File: config.mk
export PLATFORM = sky130hd
export DESIGN_NAME = gpns_sqrt
export DESIGN_NICKNAME = d
export VERILOG_FILES = /design/src/sv/gpns_pkg.sv /design/src/sv/gpns_sqrt.sv
export SDC_FILE = /design/constraint.sdc
export NUM_CORES = 1
export LEC_CHECK = 0
export BUFFER_PORTS_ARGS = -buffer_cell sky130_fd_sc_hd__buf_2
export CAP_MARGIN = 20
export CORE_MARGIN = 4
export CORE_UTILIZATION = 55
export CTS_CLUSTER_SIZE = 10
export DETAILED_ROUTE_END_ITERATION = 8
export PLACE_DENSITY = 0.79
export SETUP_SLACK_MARGIN = 0.2
export SLEW_MARGIN = 10
export SYNTH_ARGS = -nofsm -noshare
export SYNTH_HDL_FRONTEND = slang
export SYNTH_SLANG_ARGS = --single-unit
File: constraint.sdc
create_clock -name clk_i -period 6.4 [get_ports clk_i]
set_input_delay 1.28 -clock clk_i [delete_from_list [all_inputs] [get_ports clk_i]]
set_output_delay 1.28 -clock clk_i [all_outputs]
set_load 0.005 [all_outputs]
File: src/sv/gpns_pkg.sv
// package for the grid point neighbor search block
// types, codes and payload structs; no dependencies
`timescale 1ns / 1ps
package gpns_pkg;
  localparam logic [1:0] CMD_INSERT  = 2'd0;
  localparam logic [1:0] CMD_LIST    = 2'd1;
  localparam logic [1:0] CMD_CLOSEST = 2'd2;
  localparam logic [1:0] CMD_IGNORE  = 2'd3;

  localparam logic [1:0] KIND_ACK   = 2'd0;
  localparam logic [1:0] KIND_INDEX = 2'd1;
  localparam logic [1:0] KIND_COUNT = 2'd2;
  localparam logic [1:0] KIND_DIST  = 2'd3;

  localparam logic [1:0] ST_OK        = 2'd0;
  localparam logic [1:0] ST_CELL_FULL = 2'd1;
  localparam logic [1:0] ST_STORE_FULL = 2'd2;
  localparam logic [1:0] ST_TRUNC     = 2'd3;

  typedef struct packed {
    logic [1:0]         cmd;
    logic signed [15:0] pos_x;
    logic signed [15:0] pos_y;
    logic [15:0]        search_dist;
  } in_item_t;

  typedef struct packed {
    logic [1:0]  kind;
    logic [9:0]  point_index;
    logic [15:0] value;
    logic [1:0]  status;
    logic        last;
  } out_item_t;

  // request from sequencer to the square root unit
  typedef struct packed {
    logic        start;
    logic [33:0] radicand;
  } sqrt_req_t;

  typedef struct packed {
    logic        done;
    logic [16:0] root;
  } sqrt_rsp_t;
endpackage

File: src/sv/gpns_sqrt.sv
// iterative integer square root, one result bit per cycle
// depends on gpns_pkg
`timescale 1ns / 1ps
module gpns_sqrt (
  input  logic                clk_i,
  input  logic                rst_ni,
  input  gpns_pkg::sqrt_req_t req_i,
  output gpns_pkg::sqrt_rsp_t rsp_o
);
  logic [33:0] rem_q, rem_d;
  logic [33:0] root_q, root_d;
  logic [33:0] bit_q, bit_d;
  logic        busy_q, busy_d;
  logic        done_q, done_d;
  logic [33:0] trial;

  assign trial = root_q + bit_q;

  always_comb begin
    rem_d  = rem_q;
    root_d = root_q;
    bit_d  = bit_q;
    busy_d = busy_q;
    done_d = 1'b0;
    if (req_i.start) begin
      rem_d  = req_i.radicand;
      root_d = '0;
      bit_d  = 34'd1 << 32;
      busy_d = 1'b1;
    end else if (busy_q) begin
      if (rem_q >= trial) begin
        rem_d  = rem_q - trial;
        root_d = (root_q >> 1) + bit_q;
      end else begin
        root_d = root_q >> 1;
      end
      bit_d = bit_q >> 2;
      if (bit_q == 34'd1) begin
        busy_d = 1'b0;
        done_d = 1'b1;
      end
    end
  end

  always_ff @(posedge clk_i or negedge rst_ni) begin
    if (!rst_ni) begin
      busy_q <= 1'b0;
      done_q <= 1'b0;
    end else begin
      busy_q <= busy_d;
      done_q <= done_d;
    end
  end

  always_ff @(posedge clk_i) begin
    rem_q  <= rem_d;
    root_q <= root_d;
    bit_q  <= bit_d;
  end

  assign rsp_o.done = done_q;
  assign rsp_o.root = root_q[16:0];
endmodule

==> results.sh <==
export IMPL_outcome="finished, final reports clean"
export IMPL_synthFlopType="dfxtp_1"
export IMPL_final_setup_tns_ns=0
export IMPL_synth_seq_cells=87
export IMPL_dpl_cell_area_um2=8060
export IMPL_synth_seq_area_share_pct=26.8
export IMPL_crit_fanout=17
export IMPL_actual_transition_at_the_worst_max_transition_pin_ns=0.906
export IMPL_cts_repair_timing_setup_buffer_count=0
export IMPL_synth_area_leader_cell="dfxtp_1"
export IMPL_die_width_um=127
export IMPL_netlist_area_um2=7800
export IMPL_die_h_um=127
export IMPL_globalplace_congestion=0.946
export IMPL_crit_type="reg2reg"
export IMPL_wl_mm=20.0
export IMPL_multiInputGateArea_um2=5330
export IMPL_grt_max_degree=81
export IMPL_syn_to_final_growth_pct=7.18
export IMPL_fin_skew_ns=0.0109
export IMPL_worst_setup_path_end_kind="flip-flop"
export IMPL_grt_first_pass_wirelength_mm=33.0
export IMPL_vias_in_the_first_global_route=6767
export IMPL_synth_top_area_share_pct=13.1
export IMPL_drt_pre_antenna_iters=5
export IMPL_grt_setup_unrepaired="false"
export IMPL_cts_inserted_buffers=9
export IMPL_clock_root_buffer="clkbuf_16"
export IMPL_starting_density_pct=56.2
export IMPL_design_die_area_um2=16200
export IMPL_port_buffers=54
export IMPL_syn_area_per_cell_um2=8.15
export IMPL_layout_core_utilization_pct=60.3
export IMPL_path_clk_slew_ns=0.07
export IMPL_cp_data_required_time_ns=6.66
export IMPL_total_leakage_power_nw=3.31
export IMPL_routed_wire_length_per_instance_um=17.3
export IMPL_hold_start="root_q[0]"
export IMPL_timing_fmax_ghz=0.194
export IMPL_via_count=7119
export IMPL_final_seq_area_um2=2090
export IMPL_globalRouteTotalUtil_pct=24.9
export IMPL_yosys_cell_count_top_type="nand2_1"
export IMPL_max_vdd_ir_drop_mv=0.262
export IMPL_layout_setup_ws_ns=1.23
export IMPL_cts_htree_levels=3
export IMPL_drive_above_1_share_pct=10.6
export IMPL_final_max_slew_violation_count=0
export IMPL_initial_detailed_routing_violation_count=524
export IMPL_ys_top_cells_by_area="dfxtp_1, edfxtp_1, ha_1"
export IMPL_setup_reg_to_reg_worst_slack_ns=1.23
export IMPL_worst_path_most_repeated_cell="a21o_1"
export IMPL_maxSlewHeadroom_pct=39.6
export IMPL_critPathLaunchType="flip-flop"
export IMPL_yosys_warnings=0
export IMPL_ctsHoldBuffers=0
export IMPL_post_layout_nonfiller_instances=1155
export IMPL_syn_inst=957
export IMPL_cpPeakStageDelay_ns=0.52
export IMPL_overflow_left_after_global_routing=0
export IMPL_detail_route_vias_per_cell=6.16
export IMPL_final_min_clock_period_ns=5.17
export IMPL_pin_count=55
export IMPL_placement_rows=43
export IMPL_timing_max_cap_violations=0
export IMPL_num_fill_cells=1289
export IMPL_total_of_cells_resized_after_clock_tree_synthesis=0
export IMPL_buffer_levels_on_the_longest_clock_path=2
export IMPL_min_delay_path_class="reg2reg"
export IMPL_cp_slowest_cell="nor2_1"
export IMPL_floorplan_core_area_um2=13900
export IMPL_data_arrival_time_of_the_critical_path_ns=5.43
export IMPL_detail_route_drc_violations=0
export IMPL_ys_top_cells_by_count="nand2_1, nor2_1, ha_1"
export IMPL_synth_enable_flop_cells=34
export IMPL_async_reset_ff_share_pct=2.30
export IMPL_layout_worst_path_cycle_share_pct=80.7
export IMPL_clk_lat_worst_skew_ns=0.36
export IMPL_cts_sink_count=87
export IMPL_final_nets=1078
export IMPL_number_of_antenna_repair_diodes=0
export IMPL_tritoncts="built"
export IMPL_post_place_cells=1139
export IMPL_crit_chain="ha_1 > and4_1 > nor3b_1 > a21o_1 > o21ai_1 > o311ai_1 > a41oi_1 > xor2_1 > ha_1 > a21o_1 > a21o_1 > a21oi_1 > o31ai_4 > nor2_1 > a21o_1 > buf_4 > o21ai_0 > a311oi_1"
export IMPL_detail_route_antenna_nets=0
export IMPL_detailed_place_hpwl_mm=14.6
export IMPL_synth_nets=1065
export IMPL_power_density_cell_area_nw_per_um2=386
export IMPL_origin_of_the_critical_flop_to_flop_path="root_q[8]"
export IMPL_dpl_worst_slack_ns=1.26
export IMPL_finalInstanceArea_um2=8360
export IMPL_hold_viol_final=0
export IMPL_critical_path_startpoint="root_q[8]"
export IMPL_antenna_violations_before_repair=0
export IMPL_setup_viol=0
export IMPL_yosys_cell_types_count=75
sequential cells by signal, indices dropped and copies added (netlist names):
register / cells
bit_q: 17
root_q: 34
rem_q: 34
done_q: 1
busy_q: 1
power breakdown:
| group | internal (mW) | leakage, nW | switching, mW |
|---|---|---|---|
| Sequential | 0.777 | 0.788 | 0.0712 |
| Combinational | 0.703 | 2.38 | 1.13 |
| Clock | 0.302 | 0.146 | 0.243 |
| Total | 1.78 | 3.31 | 1.45 |
layout make-up:
class	instances	share of cell area, %
Timing Repair Buffer	63	4.07
Inverter	20	0.898
Multi-Input combinational cell	789	63.7
Tap cell	180	2.69
Clock inverter	4	0.434
Clock buffer	12	3.20
Sequential cell	87	25.0
cell usage in the layout, fill, tap and decap left out, drive strengths merged, types with 11 or more instances in the layout:
cell,instances
o21bai,16
a21oi,54
ha,70
xor2,31
nand3,27
a211oi,31
nor2,95
edfxtp,34
buf,63
nand4,19
dfxtp,51
o31ai,16
mux2i,17
nor2b,11
xnor2,36
nand2,110
a31oi,30
clkbuf,12
o21ai,65
inv,21
a21o,24
nor3,14
metrics by stage:
stage               hold WS, ns  power [mW]
floorplan                 0.478        2.27
global placement          0.490        2.62
finish                    0.515        3.23
global route              0.565        3.48
detailed placement        0.513        2.65
CTS                       0.522        3.21
cells by family after synthesis:
family	count (synthesis)	share of synthesized area [%]
and+or+nand+nor	334	20.8
AOI/OAI and AO/OA	298	25.8
DFF	87	26.8
buffers and inverters	81	5.08
adders and majority gates	71	11.5
xor gates and xnor gates	67	7.52
muxes	19	2.47
path summary, 6_finish.rpt:
| check | to | depth (start not counted) |
|---|---|---|
| min in group asynchronous | busy_q | 1 |
| worst max register to register | root_q[23] | 18 |
| worst min register to register | root_q[0] | 2 |
| worst max-delay path | root_q[23] | 18 |
| max in group asynchronous | busy_q | 1 |
| worst min-delay path | root_q[0] | 2 |
critical path, delay by kind of cell (launching register included):
family | cells | cell delay, ns
xor gates and xnor gates | 1 | 0.20
and+or+nand+nor | 3 | 0.91
AOI/OAI and AO/OA | 11 | 2.49
DFF | 1 | 0.50
adders and majority gates | 2 | 0.68
buffers and inverters | 1 | 0.29
per-layer routing:
| layer | routed length [um] | global-route usage (%) | share of wire, % |
|---|---|---|---|
| met4 | 498 | 8.90 | 2.5 |
| met1 | 9090 | 32.8 | 45 |
| met3 | 1020 | 3.47 | 5.1 |
| met2 | 9400 | 41.9 | 47 |
| met5 | 0 | 0 | 0 |
(Power assumes the default switching activity.)
